<file path="src/rtl/lfpr_pkg.sv">
// Shared types, sequencer codes and control store of the length-framed packet receiver.
package lfpr_pkg;

	localparam int UPC_W = 2;

	localparam logic [1:0] COND_NEVER   = 2'd0;
	localparam logic [1:0] COND_ALWAYS  = 2'd1;
	localparam logic [1:0] COND_NO_EMIT = 2'd2;
	localparam logic [1:0] COND_LAST    = 2'd3;

	localparam logic [UPC_W-1:0] UPC_WAIT = 2'd0;
	localparam logic [UPC_W-1:0] UPC_READ = 2'd1;
	localparam logic [UPC_W-1:0] UPC_LOAD = 2'd2;
	localparam logic [UPC_W-1:0] UPC_LOOP = 2'd3;

	typedef struct packed {
		logic             take;
		logic             load;
		logic             hold;
		logic [1:0]       cond;
		logic [UPC_W-1:0] target;
	} ucw_t;

	typedef struct packed {
		logic emit_start;
		logic out_free;
		logic last;
	} useq_stat_t;

	function automatic ucw_t ucode_rom(input logic [UPC_W-1:0] upc);
		ucw_t w;
		unique case (upc)
			UPC_WAIT: w = '{take: 1'b1, load: 1'b0, hold: 1'b0,
			                cond: COND_NO_EMIT, target: UPC_WAIT};
			UPC_READ: w = '{take: 1'b0, load: 1'b0, hold: 1'b0,
			                cond: COND_NEVER, target: UPC_WAIT};
			UPC_LOAD: w = '{take: 1'b0, load: 1'b1, hold: 1'b1,
			                cond: COND_LAST, target: UPC_WAIT};
			UPC_LOOP: w = '{take: 1'b0, load: 1'b0, hold: 1'b0,
			                cond: COND_ALWAYS, target: UPC_READ};
			default:  w = '{take: 1'b0, load: 1'b0, hold: 1'b0,
			                cond: COND_ALWAYS, target: UPC_WAIT};
		endcase
		return w;
	endfunction

endpackage

</file>
<file path="src/rtl/lfpr_ram.sv">
// Generic single-write, single-read RAM with registered read data.
module lfpr_ram #(
	parameter int WIDTH = 8,
	parameter int DEPTH = 32
) (
	input  logic                     clk,
	input  logic                     we,
	input  logic [$clog2(DEPTH)-1:0] waddr,
	input  logic [WIDTH-1:0]         wdata,
	input  logic [$clog2(DEPTH)-1:0] raddr,
	output logic [WIDTH-1:0]         rdata
);

	logic [WIDTH-1:0] mem [DEPTH];
	logic [WIDTH-1:0] rdata_q;

	always_ff @(posedge clk) begin
		if (we) begin
			mem[waddr] <= wdata;
		end
		rdata_q <= mem[raddr];
	end

	assign rdata = rdata_q;

endmodule

</file>
<file path="src/rtl/lfpr_useq.sv">
// Microcode sequencer: step counter, control store lookup and conditional jumps.
module lfpr_useq (
	input  logic               clk,
	input  logic               arst_n,
	input  lfpr_pkg::useq_stat_t stat,
	output lfpr_pkg::ucw_t     uword
);
	import lfpr_pkg::*;

	logic [UPC_W-1:0] upc_q;
	logic             cond_hit;

	assign uword = ucode_rom(upc_q);

	always_comb begin
		unique case (uword.cond)
			COND_NEVER:   cond_hit = 1'b0;
			COND_ALWAYS:  cond_hit = 1'b1;
			COND_NO_EMIT: cond_hit = !stat.emit_start;
			COND_LAST:    cond_hit = stat.last;
			default:      cond_hit = 1'b0;
		endcase
	end

	always_ff @(posedge clk or negedge arst_n) begin
		if (!arst_n) begin
			upc_q <= UPC_WAIT;
		end else if (uword.hold && !stat.out_free) begin
			upc_q <= upc_q;
		end else if (cond_hit) begin
			upc_q <= uword.target;
		end else begin
			upc_q <= upc_q + 1'b1;
		end
	end

endmodule

</file>
<file path="src/rtl/length_framed_packet_receiver_unit.sv">
// Top level of the length-framed packet receiver with XOR checksum.
//
//  channel | signals                                   | direction
//  --------+-------------------------------------------+----------
//  in      | in_valid/in_ready, cmd, rx_byte           | to block
//  out     | out_valid/out_ready, command, packet_id,  | from block
//          | payload_length, byte_index, payload_byte, |
//          | last                                      |
//  cfg     | cfg_we, cfg_wdata (timeout_ticks)         | to block
//
// A byte or tick item is taken with no stall when no frame ends on it.
// After a good frame end each result takes the read, load and loop steps (the last
// skips the loop step), taking no item; a waiting result never blocks the next item.
// Output stalls hold the load step of the loop.
// Reset clears the parser, the sequencer and the output valid; timeout_ticks resets to 40.
module length_framed_packet_receiver_unit #(
	parameter int DATA_DEPTH = 32
) (
	input  logic        clk,
	input  logic        arst_n,
	input  logic        in_valid,
	output logic        in_ready,
	input  logic        cmd,
	input  logic [7:0]  rx_byte,
	output logic        out_valid,
	input  logic        out_ready,
	output logic [7:0]  command,
	output logic [7:0]  packet_id,
	output logic [4:0]  payload_length,
	output logic [4:0]  byte_index,
	output logic [7:0]  payload_byte,
	output logic        last,
	input  logic        cfg_we,
	input  logic [15:0] cfg_wdata
);
	import lfpr_pkg::*;

	localparam int AW = $clog2(DATA_DEPTH);
	localparam int CW = $clog2(DATA_DEPTH + 1);

	localparam logic [2:0] PH_LENGTH  = 3'd0;
	localparam logic [2:0] PH_COMPL   = 3'd1;
	localparam logic [2:0] PH_COMMAND = 3'd2;
	localparam logic [2:0] PH_ID      = 3'd3;
	localparam logic [2:0] PH_DATA    = 3'd4;

	logic [15:0]   timeout_q;
	logic [2:0]    phase_q;
	logic [7:0]    len_q;
	logic [7:0]    cmd_q;
	logic [7:0]    id_q;
	logic [CW-1:0] rcv_cnt_q;
	logic [7:0]    xor_q;
	logic [15:0]   sil_q;

	logic [7:0]    emit_cmd_q;
	logic [7:0]    emit_id_q;
	logic [AW-1:0] emit_plen_q;
	logic [AW-1:0] emit_k_q;

	logic          out_valid_q;
	logic [7:0]    out_cmd_q;
	logic [7:0]    out_id_q;
	logic [4:0]    out_plen_q;
	logic [4:0]    out_idx_q;
	logic [7:0]    out_byte_q;
	logic          out_last_q;

	ucw_t          uword;
	useq_stat_t    stat;

	logic          accept;
	logic          is_byte;
	logic          is_tick;
	logic          store_ok;
	logic [CW-1:0] cnt_next;
	logic [7:0]    xor_next;
	logic          frame_end;
	logic          emit_start;
	logic [15:0]   sil_inc;
	logic          out_free;
	logic          load_fire;
	logic [AW-1:0] emit_n;
	logic          emit_last;
	logic [7:0]    ram_rdata;
	logic [7:0]    plen_ext;
	logic [7:0]    k_ext;

	assign accept    = in_valid && uword.take;
	assign is_byte   = accept && !cmd;
	assign is_tick   = accept && cmd;
	assign store_ok  = (phase_q == PH_DATA) && (rcv_cnt_q < CW'(DATA_DEPTH));
	assign cnt_next  = rcv_cnt_q + 1'b1;
	assign xor_next  = xor_q ^ rx_byte;
	assign frame_end = (9'(cnt_next) + 9'd2) >= {1'b0, len_q};
	assign emit_start = is_byte && store_ok && frame_end && (xor_next == 8'h00);
	assign sil_inc   = (sil_q == 16'hffff) ? sil_q : sil_q + 16'd1;

	assign out_free  = !out_valid_q || out_ready;
	assign load_fire = uword.load && out_free;
	assign emit_n    = (emit_plen_q == '0) ? AW'(1) : emit_plen_q;
	assign emit_last = (emit_k_q == emit_n - 1'b1);

	assign stat = '{emit_start: emit_start, out_free: out_free, last: emit_last};

	lfpr_useq u_useq (
		.clk    (clk),
		.arst_n (arst_n),
		.stat   (stat),
		.uword  (uword)
	);

	lfpr_ram #(
		.WIDTH (8),
		.DEPTH (DATA_DEPTH)
	) u_store (
		.clk   (clk),
		.we    (is_byte && store_ok),
		.waddr (rcv_cnt_q[AW-1:0]),
		.wdata (rx_byte),
		.raddr (emit_k_q),
		.rdata (ram_rdata)
	);

	always_ff @(posedge clk or negedge arst_n) begin
		if (!arst_n) begin
			timeout_q <= 16'd40;
		end else if (cfg_we) begin
			timeout_q <= cfg_wdata;
		end
	end

	always_ff @(posedge clk or negedge arst_n) begin
		if (!arst_n) begin
			phase_q   <= PH_LENGTH;
			rcv_cnt_q <= '0;
			xor_q     <= '0;
			sil_q     <= '0;
		end else if (is_tick) begin
			if (phase_q != PH_LENGTH) begin
				if (sil_inc >= timeout_q) begin
					phase_q   <= PH_LENGTH;
					rcv_cnt_q <= '0;
					xor_q     <= '0;
					sil_q     <= '0;
				end else begin
					sil_q <= sil_inc;
				end
			end
		end else if (is_byte) begin
			unique case (phase_q)
				PH_LENGTH: begin
					phase_q <= PH_COMPL;
					sil_q   <= '0;
				end
				PH_COMPL: begin
					if ((~rx_byte == len_q) && (len_q >= 8'd3)) begin
						phase_q <= PH_COMMAND;
					end else begin
						phase_q <= PH_LENGTH;
					end
					sil_q <= '0;
				end
				PH_COMMAND: begin
					xor_q   <= rx_byte;
					phase_q <= PH_ID;
					sil_q   <= '0;
				end
				PH_ID: begin
					xor_q   <= xor_next;
					phase_q <= PH_DATA;
					sil_q   <= '0;
				end
				PH_DATA: begin
					if (store_ok) begin
						sil_q <= '0;
						if (frame_end) begin
							phase_q   <= PH_LENGTH;
							rcv_cnt_q <= '0;
							xor_q     <= '0;
						end else begin
							rcv_cnt_q <= cnt_next;
							xor_q     <= xor_next;
						end
					end
				end
				default: begin
					phase_q   <= PH_LENGTH;
					rcv_cnt_q <= '0;
					xor_q     <= '0;
					sil_q     <= '0;
				end
			endcase
		end
	end

	always_ff @(posedge clk) begin
		if (is_byte) begin
			if (phase_q == PH_LENGTH) begin
				len_q <= rx_byte;
			end
			if (phase_q == PH_COMMAND) begin
				cmd_q <= rx_byte;
			end
			if (phase_q == PH_ID) begin
				id_q <= rx_byte;
			end
		end
		if (emit_start) begin
			emit_cmd_q  <= cmd_q;
			emit_id_q   <= id_q;
			emit_plen_q <= rcv_cnt_q[AW-1:0];
		end
	end

	always_ff @(posedge clk or negedge arst_n) begin
		if (!arst_n) begin
			emit_k_q <= '0;
		end else if (emit_start) begin
			emit_k_q <= '0;
		end else if (load_fire) begin
			emit_k_q <= emit_k_q + 1'b1;
		end
	end

	assign plen_ext = 8'(emit_plen_q);
	assign k_ext    = 8'(emit_k_q);

	always_ff @(posedge clk or negedge arst_n) begin
		if (!arst_n) begin
			out_valid_q <= 1'b0;
		end else if (load_fire) begin
			out_valid_q <= 1'b1;
		end else if (out_ready) begin
			out_valid_q <= 1'b0;
		end
	end

	always_ff @(posedge clk) begin
		if (load_fire) begin
			out_cmd_q  <= emit_cmd_q;
			out_id_q   <= emit_id_q;
			out_plen_q <= plen_ext[4:0];
			out_idx_q  <= (emit_plen_q == '0) ? 5'd0 : k_ext[4:0];
			out_byte_q <= (emit_plen_q == '0) ? 8'd0 : ram_rdata;
			out_last_q <= emit_last;
		end
	end

	assign in_ready       = uword.take;
	assign out_valid      = out_valid_q;
	assign command        = out_cmd_q;
	assign packet_id      = out_id_q;
	assign payload_length = out_plen_q;
	assign byte_index     = out_idx_q;
	assign payload_byte   = out_byte_q;
	assign last           = out_last_q;

	a_emit_blocks_input: assert property (@(posedge clk) disable iff (!arst_n)
		emit_start |=> !in_ready)
		else $error("input taken during frame emission");

	a_idle_parser_clear: assert property (@(posedge clk) disable iff (!arst_n)
		(phase_q == PH_LENGTH) |-> (sil_q == 16'd0 && rcv_cnt_q == '0 && xor_q == 8'h00))
		else $error("parser state not cleared while waiting for length");

	a_emit_after_drop: assert property (@(posedge clk) disable iff (!arst_n)
		!in_ready |-> (phase_q == PH_LENGTH))
		else $error("emission while a frame is being parsed");

	a_index_in_range: assert property (@(posedge clk) disable iff (!arst_n)
		load_fire |-> (emit_k_q < emit_n))
		else $error("payload index beyond frame length");

	a_count_bound: assert property (@(posedge clk) disable iff (!arst_n)
		rcv_cnt_q <= CW'(DATA_DEPTH))
		else $error("received count beyond payload store");

endmodule
</file>
<file path="config.mk">
export PLATFORM = sky130hd
export DESIGN_NAME = length_framed_packet_receiver_unit
export DESIGN_NICKNAME = d
export VERILOG_FILES = /design/src/rtl/lfpr_pkg.sv /design/src/rtl/lfpr_ram.sv /design/src/rtl/lfpr_useq.sv /design/src/rtl/length_framed_packet_receiver_unit.sv
export SDC_FILE = /design/constraint.sdc
export NUM_CORES = 1
export LEC_CHECK = 0
export BUFFER_PORTS_ARGS = -buffer_cell sky130_fd_sc_hd__buf_2
export CORE_MARGIN = 2
export CORE_UTILIZATION = 55
export CTS_CLUSTER_DIAMETER = 200
export DETAILED_ROUTE_END_ITERATION = 16
export PLACE_DENSITY_LB_ADDON = 0.05
export SYNTH_ARGS = -nofsm -noshare
export SYNTH_HDL_FRONTEND = slang
export SYNTH_SLANG_ARGS = --single-unit
</file>
<file path="constraint.sdc">
create_clock -name clk -period 13.7 [get_ports clk]
set_clock_uncertainty 0.15 [all_clocks]
set_input_delay 2.74 -clock clk [delete_from_list [all_inputs] [get_ports clk]]
set_output_delay 2.74 -clock clk [all_outputs]
set_load 0.005 [all_outputs]
</file>
==> Yosys cells after proc, flatten, opt, wreduce, memory -nomap -nowiden <==
Memories as Yosys holds them, arrays and structs flattened. A register that Yosys moved wholly into a read port is not among the register bits.
Cells that the tools add are included.
{ "word_totals": {"ram_bits": 256, "ff_bits": 137, "in_bits": 30, "n_memories": 1, "wordCells": 124} }
{ "op_classes": {"reduce_logical": 33, "n_lt_le_gt_ge": 4, "mux": 39, "bitwise_logic": 2, "n_eq_ne": 19, "addsub": 6} }
{ "mem_list": {"columns": ["name", "depth", "word_bits", "read_ports", "rd_clocked_by_memory_dff", "write_ports", "line_no", "text"], "rows": [
  ["u_store.mem", 32, 8, 1, 1, 1, "lfpr_ram.sv:14", "logic [WIDTH-1:0] mem [DEPTH];"]
]} }
{ "ops": {"columns": ["op", "n"], "rows": [
  ["2-to-1 mux 16 bit", 7],
  ["2-to-1 mux 8 bit", 6],
  ["2-to-1 mux 6 bit", 6],
  ["one-hot mux 8 bit (4 select lines)", 1],
  ["one-hot mux 7 bit (4 select lines)", 1],
  ["2-to-1 mux 3 bit", 6],
  ["adder 16 x 1 -> 16 bit (second input constant)", 1],
  ["equality test 16 bit (second input constant)", 1],
  ["greater-or-equal comparator 16 bit", 1],
  ["2-to-1 mux 5 bit", 3],
  ["one-hot mux 3 bit (5 select lines)", 1],
  ["AND reduction 5 bit", 3],
  ["one-hot mux 6 bit (2 select lines)", 1],
  ["logical AND 1 bit", 10],
  ["equality test 2 bit (second input constant)", 4],
  ["equality test 8 bit", 1],
  ["greater-or-equal comparator 7 x 8 -> 1 bit", 1],
  ["greater-or-equal comparator 8 x 2 -> 1 bit (second input constant)", 1],
  ["logical NOT 8 bit", 1],
  ["!= test 2 x 1 -> 1 bit (second input constant)", 4],
  ["inverter 8 bit", 1],
  ["XOR 8 bit", 1],
  ["adder 6 x 2 -> 7 bit (second input constant)", 1],
  ["adder 6 x 1 -> 6 bit (second input constant)", 1],
  ["other kinds (24)", 39]
]} }

==> Longest topological paths before layout <==
{ "logic_depth": {"ltp_word": 10, "mapped_depth": 16} }

==> By module <==
Synthesis repeated with hierarchy kept, for this count alone.
{ "unflattened": {"hier_cells": 979, "hier_area_um2": 16666.0} }
{ "by_module_without_submodules": {"columns": ["module", "area_each_um2", "instances", "cells_per_inst", "seq_area_each_um2"], "rows": [
  ["lfpr_ram", 10053.4, 1, 417, 7847.5],
  ["length_framed_packet_receiver_unit", 6433.7, 1, 541, 3781.1],
  ["lfpr_useq", 178.9, 1, 21, 50.0]
]} }

==> Worst setup path after synthesis <==
No wires, ideal clock.
{ "synth_path": {"path_kind": "input to register", "startpoint": "input cmd", "endpoint": "register emit_cmd_q[0], enable pin", "setup_ns": 0.437, "t_arrival_ns": 5.107, "cell_stages": 4, "setup_slack_ns": 8.006, "required_time_ns": 13.113, "path_cell_list": "nor4b_2 a211oi_2 nand2_1 nor3_1"} }
{ "synth_between": {"elab_chain_cells": 5} }
{ "synth_lines": {"columns": ["item", "line_no", "text"], "rows": [
  ["start, declared", "length_framed_packet_receiver_unit.sv:23", "input logic cmd,"],
  ["logical NOT 1 bit", "length_framed_packet_receiver_unit.sv:90", "assign is_byte = accept && !cmd;"],
  ["logical AND 1 bit", "length_framed_packet_receiver_unit.sv:90", null],
  ["logical AND 1 bit (3 in a row)", "length_framed_packet_receiver_unit.sv:96", "assign emit_start = is_byte && store_ok && frame_end && (xor_next == 8'h00);"],
  ["end signal, assigned", "length_framed_packet_receiver_unit.sv:210", "emit_cmd_q <= cmd_q;"],
  ["end, declared", "length_framed_packet_receiver_unit.sv:56", "logic [7:0] emit_cmd_q;"]
]} }
Every way passes these cells.
A chain may end at the register's enable or synchronous reset.

==> Worst setup path in the final report <==
{ "layout_path": {"startpoint": "input cmd", "endpoint": "memory u_store.mem[8][1], enable pin"} }
{ "layout_between": {"elab_chain_cells": 5} }
{ "layout_lines": {"columns": ["item", "line_no", "text"], "rows": [
  ["logical NOT 1 bit", "length_framed_packet_receiver_unit.sv:90", null],
  ["logical AND 1 bit", "length_framed_packet_receiver_unit.sv:90", null],
  ["logical AND 1 bit", "length_framed_packet_receiver_unit.sv:118", ".we (is_byte && store_ok),"],
  ["2-to-1 mux 1 bit", "lfpr_ram.sv:18", "if (we) begin"],
  ["2-to-1 mux 1 bit (implied by the code)", "lfpr_ram.sv:19", "mem[waddr] <= wdata;"],
  ["end, declared", "lfpr_ram.sv:14", null]
]} }
Every way passes these cells.

==> summary by stage <==
Status
The run finished with clean final reports.

Floorplan
Row generation in the floorplan step produced 63 rows. The die is 178 um wide. The die is 178 um tall. For this design the top-level I/O count stands at 67. The floorplan step defined a die boundary enclosing 31700 um2. The area of the core is 29700 um2.

The effective utilization at floorplan is 56.1%.

Critical path
For the worst setup path, the data arrival time is 5.49 ns. The worst setup path is launched from an input pin. The worst setup path is of the in -> reg kind.

Along the worst path, the maximum fanout reaches 16. The type of destination of the critical path is a flip-flop. At the worst endpoint, the required time is 13.70 ns.

Detailed routing
The routed layout has 8897 vias. In the final routed layout, each cell accounts on average for 24.3 um. Summed over all layers, the routed wires come to 35900 um. The first detailed-routing pass ran for 5 iterations. In the final routing, the length of wire on met1 measures 15500 um. The total met3 wirelength after detailed routing is 2870 um. In the routed design, unresolved DRC markers number 0.

The number of DRC markers after the initial detailed-route iteration is 744. The number of nets still failing antenna checks after routing is 0. In the routed layout, each cell is associated on average with a via count of 6.01. The top routing layer in use is met4.

Wire segments on met2 add up to 16900 um in the final route.

Power
Of the total power, the share spent switching nets is 25.8%. The leakage power is 6.70 nW. In this run, the combinational gates consume 20.5% of the power. The internal power summed over all cells is 2.41 mW. Summing internal, switching and leakage power gives 3.26 mW. The clock network burns 34.8% of the power. Sequential cells account for 44.7% of the total power.

Power spread over the standard cell area amounts to 173 nW/um2. Across the VDD grid, the largest voltage drop is 130 uV. The analysis attributes to net switching a power of 0.841 mW.

Synth
Ranked by instance count, the synthesized netlist is headed by edfxtp_1, mux4_2, nor2_1. Multiplexer cells account for 12.3% of the synthesized area. The async set-or-reset flop fraction in the synthesized netlist is 14.2%. The xor-xnor portion of the synthesized cell area is 2.20%. Summing the areas of all and, or, nand and nor instances in the mapped netlist gives 7.11% of the synthesized area. The fraction of the mapped netlist area in compound gates is 3.78%. The cell count after synthesis is 975.

Counting flops and latches in the post-synthesis netlist gives 401. The synthesized-area fraction occupied by adder cells is 2.70%. The cell accounting for the most synthesized area is edfxtp_1.

Ranked by total cell area, the synthesized netlist is headed by edfxtp_1, mux4_2, dfrtp_1, ha_1, nor2_1. The post-synthesis sequential area ratio is 70.0%. After synthesis, the largest area contributor takes up 60.5% of total cell area.

The cell area after synthesis is 16700 um2. The net count of the mapped netlist is 1041. The count of different cell masters after synthesis is 58.

The most common cell in the synthesized netlist is edfxtp_1. The most instantiated flip-flop cell in the synthesis netlist is edfxtp_1. The combinational family with the most area after synthesis is multiplexers. Yosys printed 0 warnings. Counting flops with a built-in enable in the synthesized netlist gives 336.

The synthesized area per cell is 17.1 um2.

STA
The sum of negative setup slack is 0 ns. The maximum clock rate is 182 MHz. Setup repair after global routing left no endpoint under its margin. The worst path needs 5.48 ns of the cycle, external delays included. The number of max-slew violations in the final report came to 0. Setup violations remaining at the end of the flow were counted as 0.

At the pin with the least slew margin, the transition time is 1.02 ns. The worst pin sits at a relative slew slack of 31.6%. The final number of hold-violating endpoints came to 0.

In the finished design, the share of the clock period the worst path needs comes to 40.0%.

GRT
The via count of the first global-routing pass came to 8841. The largest net degree at the start of global routing is 70. The total track usage is 23.6%.

The initial antenna violation count is 0. After global routing the overflow that remains totals 0. The first global-routing pass estimated 54200 um of wire.

Placement
Summed over all nets, the half-perimeter wirelength after detailed placement is 22200 um. The port buffer count is 66. At the end of routability-driven placement, the weighted congestion stood at 0.805.

Finish
The post-route netlist has 22.9% of its cells at a drive strength greater than 1. The number of inserted diodes is 0. The layout filler cell count is 2139. The net total in the final layout is 1125. From synthesis to final layout, the design area changed by 12.7%.

CTS
The clock drives 401 sinks. Counting along the longest clock path gives a buffer depth of 3. The clock-pin slew reported for the worst setup and hold paths after clock tree synthesis is 0.06 ns. The clock network latency to the later pin of the worst-skew pair is 0.53 ns. TritonCTS built the clock tree. The clock tree synthesis step divided the H-tree into 2 levels. The number of gates resized after CTS is 0. The post-CTS setup buffer count is 0. In this run, post-CTS hold repair placed 0 buffers. The cell sitting at the root of the clock tree is a clkbuf_16.

Counting the buffers created by CTS gives 41.

Worst hold path
In this run the worst hold path is classified as reg -> reg.

Flow run
Across the run, the number of max-cap violations was 0.
## worst paths after layout
| path | from | to | slack (ns) | depth (start not counted) |
|---|---|---|---|---|
| worst min register to register | emit_cmd_q[1] | command[1] | 0.27 | 0 |
| min in group asynchronous | arst_n | out_valid | 2.22 | 2 |
| worst max-delay path | cmd | u_store.mem[8][1] | 8.22 | 6 |
| worst max register to register | rcv_cnt_q[3] | phase_q[0] | 9.32 | 11 |
| worst min-delay path | emit_cmd_q[1] | command[1] | 0.27 | 0 |
| max in group asynchronous | arst_n | emit_k_q[0] | 10.56 | 2 |
## power by group through the flow
stage,combinational [mW],sequential [mW],clock [mW]
after floorplan,0.516,1.45,0
after global placement,0.669,1.48,0
after detailed placement,0.671,1.48,0
after CTS,0.674,1.46,1.15
after global routing,0.728,1.46,1.20
final,0.667,1.45,1.13
## layer usage
| metal | GRT usage [%] | up-vias |
|---|---|---|
| li1 | - | 3967 |
| met1 | 34.4 | 4540 |
| met2 | 37.2 | 350 |
| met3 | 5.09 | 40 |
| met4 | 5.45 | 0 |
| met5 | 0 | - |
## placed cells by master, fill, tap and decap left out, types with 7 or more instances in the layout
master     count
a211o_1        9
a21oi_1       17
and2_1        15
and3_1        15
buf_2         66
buf_4         15
clkbuf_16     41
clkinv_1       7
dfrtp_1       53
dfxtp_1        8
edfxtp_1     336
ha_1          36
inv_1         31
mux2_2        16
mux4_1         7
mux4_2        73
nand2_1       53
nand2b_1       9
nand3_1       18
nor2_1        56
nor3_1         9
nor3b_1        9
nor4_1         9
o21ai_0       32
xnor2_1       19
xor2_1        23
## worst max-delay path, stage by stage
cell	delay, ns
buf_2	0.13
nor4b_2	0.17
a211oi_2	0.85
and2_1	0.37
nand2_1	0.48
nor2_1	0.74
## cell type report
type                       count  area [um2]  share of cell area [%]
sequential                   401       11700                    62.1
inverter                      31         116                   0.619
clock buffer                  50        1090                    5.80
timing repair buffer          81         443                    2.36
multi-input combinational    503        4690                    24.9
clock inverter                25         289                    1.54
tap                          390         488                    2.60
## registers in the layout, indices dropped and copies added, names as in the netlist, 6 cells and up
name	cells
id_q	8
emit_cmd_q	8
len_q	8
payload_byte	8
emit_id_q	8
u_store.rdata	8
cmd_q	8
timeout_q	16
xor_q	8
sil_q	16
rcv_cnt_q	6
packet_id	8
u_store.mem	256
command	8
## metrics by stage
stage | util (%) | hold slack (ns) | setup WS, ns | cell area (um2) | cells
after floorplan | - | 0.250 | 8.01 | 16700 | 975
after global placement | 58.6 | 0.251 | 7.87 | 17400 | 1406
after detailed placement | 58.6 | 0.255 | 7.70 | 17400 | 1406
after CTS | 63.3 | 0.269 | 8.29 | 18800 | 1481
after global routing | 63.3 | 0.271 | 8.08 | 18800 | 1481
final | 63.3 | 0.268 | 8.22 | 18800 | 1481
## cells by family after synthesis
group           after synthesis
flops                       401
compound gates               97
mux                         100
buf+inv                      71
simple gates                228
fa+ha+maj                    36
xor+xnor                     42
No activity file was read; power rests on OpenSTA's default activity.
